===== src/hdl/irpa_pkg.sv =====
package irpa_pkg;

    localparam int INDEX_W   = 10;
    localparam int LANES     = 32;
    localparam int LANE_W    = 5;
    localparam int GROUP     = 4;
    localparam int NGROUPS   = LANES / GROUP;
    localparam int ENTRY_W   = 14;
    localparam int ROW_W     = ENTRY_W * LANES;
    localparam int MAX_INDEX = 1 << INDEX_W;

    localparam logic [2:0] MAX_CPU = 3'd5;
    localparam logic [2:0] TGT_DMA = 3'd1;

    // write word bit positions
    localparam int WB_EN     = 10;
    localparam int WB_TGT    = 11;
    localparam int WB_REQ    = 24;
    localparam int WB_CLR    = 25;
    localparam int WB_SET    = 26;
    localparam int WB_OVF    = 27;
    localparam int WB_OVFCLR = 28;

    typedef enum logic [2:0] {
        ACT_READ      = 3'd0,
        ACT_WRITE     = 3'd1,
        ACT_ASSERT    = 3'd2,
        ACT_CLEAR     = 3'd3,
        ACT_ACK       = 3'd4,
        ACT_CONFIG    = 3'd5,
        ACT_QUERY_CPU = 3'd6,
        ACT_QUERY_DMA = 3'd7
    } t_action;

    typedef struct packed {
        logic       ovf;
        logic       req;
        logic [2:0] tgt;
        logic       en;
        logic [7:0] prio;
    } t_entry;

    typedef t_entry [LANES-1:0] t_row;

    typedef struct packed {
        t_action      action;
        logic [9:0]   entry_index;
        logic [31:0]  write_value;
        logic [7:0]   new_priority;
        logic [2:0]   new_target;
        logic         new_enable;
        logic [2:0]   query_cpu;
        logic [7:0]   current_priority;
        logic         interrupts_enabled;
    } t_in_item;

    typedef struct packed {
        logic [31:0] read_data;
        logic        found;
        logic [9:0]  winner_index;
        logic [7:0]  winner_priority;
        logic        take_interrupt;
    } t_out_item;

    typedef struct packed {
        logic cnt_clr;
        logic cnt_inc;
        logic clear_wr;
        logic capture;
        logic best_clr;
        logic entry_rd;
        logic entry_commit;
        logic scan_rd;
        logic scan_commit;
    } t_cmd;

    typedef struct packed {
        logic cnt_last;
        logic pipe_busy;
        logic out_free;
        logic is_query;
        logic skip_scan;
    } t_stat;

endpackage


===== src/hdl/irpa_ctrl.sv =====
module irpa_ctrl
    import irpa_pkg::*;
    (
        input  logic  i_clk,
        input  logic  i_rst_n,
        input  logic  i_in_valid,
        output logic  o_in_ready,
        input  t_stat i_stat,
        output t_cmd  o_cmd
    );

    typedef enum logic [6:0] {
        ST_CLEAR  = 7'b0000001,
        ST_IDLE   = 7'b0000010,
        ST_READ   = 7'b0000100,
        ST_MODIFY = 7'b0001000,
        ST_SCAN   = 7'b0010000,
        ST_DRAIN  = 7'b0100000,
        ST_FINISH = 7'b1000000
    } t_state;

    t_state r_state;
    t_state n_state;

    always_ff @(posedge i_clk) begin
        if (!i_rst_n) begin
            r_state <= ST_CLEAR;
        end else begin
            r_state <= n_state;
        end
    end

    // sequence one transaction at a time
    always_comb begin
        n_state    = r_state;
        o_cmd      = '0;
        o_in_ready = 1'b0;
        case (r_state)
            ST_CLEAR: begin
                o_cmd.clear_wr = 1'b1;
                o_cmd.cnt_inc  = 1'b1;
                if (i_stat.cnt_last) begin
                    o_cmd.cnt_clr = 1'b1;
                    n_state       = ST_IDLE;
                end
            end
            ST_IDLE: begin
                o_in_ready = 1'b1;
                if (i_in_valid) begin
                    o_cmd.capture  = 1'b1;
                    o_cmd.cnt_clr  = 1'b1;
                    o_cmd.best_clr = 1'b1;
                    n_state        = ST_READ;
                end
            end
            ST_READ: begin
                if (!i_stat.is_query) begin
                    o_cmd.entry_rd = 1'b1;
                    n_state        = ST_MODIFY;
                end else if (i_stat.skip_scan) begin
                    n_state = ST_FINISH;
                end else begin
                    n_state = ST_SCAN;
                end
            end
            ST_MODIFY: begin
                if (i_stat.out_free) begin
                    o_cmd.entry_commit = 1'b1;
                    n_state            = ST_IDLE;
                end
            end
            ST_SCAN: begin
                o_cmd.scan_rd = 1'b1;
                o_cmd.cnt_inc = 1'b1;
                if (i_stat.cnt_last) begin
                    n_state = ST_DRAIN;
                end
            end
            ST_DRAIN: begin
                if (!i_stat.pipe_busy) begin
                    n_state = ST_FINISH;
                end
            end
            ST_FINISH: begin
                if (i_stat.out_free) begin
                    o_cmd.scan_commit = 1'b1;
                    n_state           = ST_IDLE;
                end
            end
            default: begin
                n_state = ST_CLEAR;
            end
        endcase
    end

endmodule


===== config.mk =====
export PLATFORM = sky130hd
export DESIGN_NAME = irpa_ctrl
export DESIGN_NICKNAME = d
export VERILOG_FILES = /design/src/hdl/irpa_pkg.sv /design/src/hdl/irpa_ctrl.sv
export SDC_FILE = /design/constraint.sdc
export NUM_CORES = 1
export LEC_CHECK = 0
export BUFFER_PORTS_ARGS = -buffer_cell sky130_fd_sc_hd__buf_2
export CORE_AREA = 2 2 39 41
export CTS_CLUSTER_DIAMETER = 80
export DETAILED_ROUTE_END_ITERATION = 12
export DIE_AREA = 0 0 41 43
export PLACE_DENSITY_LB_ADDON = 0.2
export SLEW_MARGIN = 15
export SYNTH_ARGS = -nofsm -noshare
export SYNTH_HDL_FRONTEND = slang
export SYNTH_SLANG_ARGS = --single-unit

===== constraint.sdc =====
create_clock -name i_clk -period 1.9 [get_ports i_clk]
set_input_delay 0.19 -clock i_clk [delete_from_list [all_inputs] [get_ports i_clk]]
set_output_delay 0.19 -clock i_clk [all_outputs]
set_load 0.05 [all_outputs]

==> summary.md <==
| Metric | Value |
|---|---|
| Status | finished with violations |
| Failing checks | negative setup slack |
| Vert. Die Dim | 43 µm |
| GRT overflow | 0 |
| Remaining antenna violation count | 0 |
| Vias in the first global route | 545 |
| Setup tns final | -0.137 ns |
| CP Buf/Inv Count | 1 |
| Die Wd | 41 µm |
| Critical Path Start Type | flip-flop |
| CP peak stage delay | 0.55 ns |
| Hpwl dp | 1060 µm |
| WL met3 | 49 µm |
| Post-CTS Hold Fix Bufs | 0 |
| HP Class | input port to flip-flop |
| Cell Count, Final, Fillers Out | 110 |
| TritonCTS clock tree | yes |
| Worst IR Drop VDD | 0.839 mV |
| Synth Warn # | 0 |
| FP Rows | 14 |
| Synth-to-Final Area Change | 43.0% |
| Largest fanout on the critical path | 3 |
| Mapped Cells | 72 |
| Critical-path cell list | or4_4, nor4b_4, and2_4, a21o_4, buf_8 |
| Final hold vios | 0 |
| Met1 wire length | 685 µm |
| Async SR Flop Fraction | 0% |
| Mapped Nets | 80 |
| Drt wl/cell | 13.7 µm |
| Top-count cell post-synth | dfxtp_1 |
| Worst setup EP type | output pin |
| Post-synth EDFFs | 0 |
| CTS root buf | clkbuf_4 |
| Post-synth cell types | 39 |
| H-tree Lvls | 1 |
| Maximum clock rate | about 0.51 GHz |
| Final Cycle Share | 103% |
| Syn avg cell area | 8.81 µm² |
| PwrDens | 1320 mW/mm² |
| Post-route setup slack | -0.0664 ns |
| GRT Util Overall | approximately a fifth |
| Synth top area cells | dfxtp_1 22%, a211oi_2 3.9%, nor4_2 3.9% |
| CP delay by family, top | simple AND/OR/NAND/NOR gates |
| Clock-pin slew on the worst setup and hold paths | around 0.05 ns |
| Crit Path Category | flip-flop to output pin |
| Synthesized area | 634 µm² |
| Critical path required time | ~1.7 ns |
| CTS buffer count | 3 |
| Vias | 611 |
| RSZ-0062 raised after global routing | true |
| Post-placement cell count | 103 |
| Worst path slowest cell | or4_4 |
| # setup viols final | 3 |
| Pin count of the biggest net entering global routing | 10 |
| Clock latency on the worst-skew pair | 0.25 ns |
| Ant. Diodes | 0 |
| Worst slew margin | 70.6% |
| Largest regs | r_state: 7 flops |
| Top-area cell type share of the netlist area | 22.1% |
| Clk sinks | 7 |
| Post-route minimum period | between 1.5 and 2 ns |
| Leakage | 0.365 nW |
| Largest Register | r_state |
| Layout cells sized above 1 | 59.6% |
| Fill count | 120 |
| Max-Cap Viols | 0 |
| Routed wire length | between 1500 and 2000 µm |
| Starting Density | 45.8% |
| Sequential fraction of the synthesis area | 22.1% |
| Worst-Margin Slew | roughly 0.44 ns |
| DR DRC count | 0 |
| Max reg flops | 7 |
| Core ar. | ~0.0014 mm² |
| Total die area | approximately 0.0018 mm² |
| Wire length on met2 | 749 µm |
| Initial antenna violation count | 0 |
| Main synth FF type | dfxtp_1 |
| Arrival time worst endpoint | 1.78 ns |
| RD Place Congestion | between 0.8 and 0.9 |
| Post-synth top cells | 7 x dfxtp_1, 4 x nor2_1, 4 x o21ai_0 |
| Register bit total from synthesis | 7 |
| Port bufs | 17 |
| Dominant cell type by area after synthesis | dfxtp_1 |
| TritonRoute pass-1 iters | 4 |
| Final nets | 103 |
| Worst Clk Skew | between 0.002 and 0.003 ns |
| DP Worst Slack | 0.0516 ns |
| IO Pins | 18 |
| Highest Signal Layer | met4 |
| Max-slew violations | 0 |
| First-pass GRT wire length | 2270 µm |
| Via density | 5.55 |
| Initial drt markers | 8 |
| Clk buf depth | 2 |
## layer usage
metal  up-vias  track usage, %
met5         -               0
met4         0            12.7
met3         4            3.66
met2        15            25.9
met1       287            25.3
li1        305               -
## worst reg2reg max path, stage by stage (launching register included)
cell      delay [ns]
dfxtp_2         0.31
or4_4           0.55
buf_4           0.17
a211oi_2        0.23
nor3_2          0.14
a31o_1          0.23
## final timing paths
kind	from	end	slack, ns	cells after the start
worst min register to register	r_state[6]$_SDFFE_PN0P_	r_state[6]$_SDFFE_PN0P_	0.63	3
worst max-delay path	r_state[6]$_SDFFE_PN0P_	o_cmd[8]	-0.07	5
worst max register to register	r_state[6]$_SDFFE_PN0P_	r_state[5]$_SDFFE_PN0P_	0.16	5
worst min-delay path	i_rst_n	r_state[0]$_SDFFE_PN1P_	0.23	2
## per-stage QoR
stage          hold slack, ns  total power [W]  instance area, µm²  util, %
2_1_floorplan           0.376         0.000744                 662        -
3_3_place_gp            0.488         0.000877                 752     54.3
3_5_place_dp            0.468         0.000875                 752     54.3
4_1_cts                 0.208          0.00105                 808     58.4
5_1_grt                 0.249          0.00127                 907     65.6
6_report                0.231          0.00120                 907     65.6
## what timing repair did
item | 4_1_cts | 5_1_grt
resized for setup | 10 | 21
endpoints found under the setup margin | 8 | 9
pin swaps | 3 | 4
buffers inserted | 0 | 3
## area by class of cell
type,count,area (µm²),area share [%]
clock buffers,4,26.3,2.90
repair buffers,28,211,23.3
inverters,3,11.3,1.24
well taps,16,20.0,2.21
multi-input cells,52,492,54.2
flip-flops and latches,7,146,16.1
## where the power goes
part	total (W)	leakage, nW	switching [W]	internal [W]
Clock	0.000133	0.0150	0.0000530	0.0000800
Sequential	0.000198	0.0586	0.0000218	0.000176
Combinational	0.000866	0.291	0.000503	0.000362
## placed cells by master, fill, tap and decap left out, types with 2 or more instances in the layout
| cell type | instances |
|---|---|
| nor2_1 | 3 |
| dfxtp_2 | 2 |
| buf_4 | 16 |
| mux2i_1 | 2 |
| nor4b_4 | 2 |
| nand2_1 | 2 |
| a211oi_2 | 2 |
| clkbuf_4 | 5 |
| nand3b_1 | 2 |
| nor3b_2 | 2 |
| o21ai_0 | 4 |
| nor4_1 | 2 |
| or3b_2 | 2 |
| xnor2_1 | 2 |
| buf_8 | 2 |
| nor4_4 | 3 |
| nor3_2 | 2 |
| or2_4 | 2 |
| nand3_1 | 3 |
| inv_1 | 3 |
| xor2_1 | 2 |
| buf_2 | 7 |
| dfxtp_1 | 4 |
## cells by family (layout without fill, tap and decap cells)
group | Yosys count | in the layout | share of synthesized area (%)
multiplexers | 2 | 2 | 3.16
flip-flops | 7 | 7 | 22.1
XOR/XNOR | 4 | 4 | 5.52
AND/OR/NAND/NOR | 32 | 32 | 39.8
buffers and inverters | 13 | 35 | 12.2
AO/OA/AOI/OAI | 14 | 14 | 17.2
Note: power is estimated with default switching activity, not from simulation.
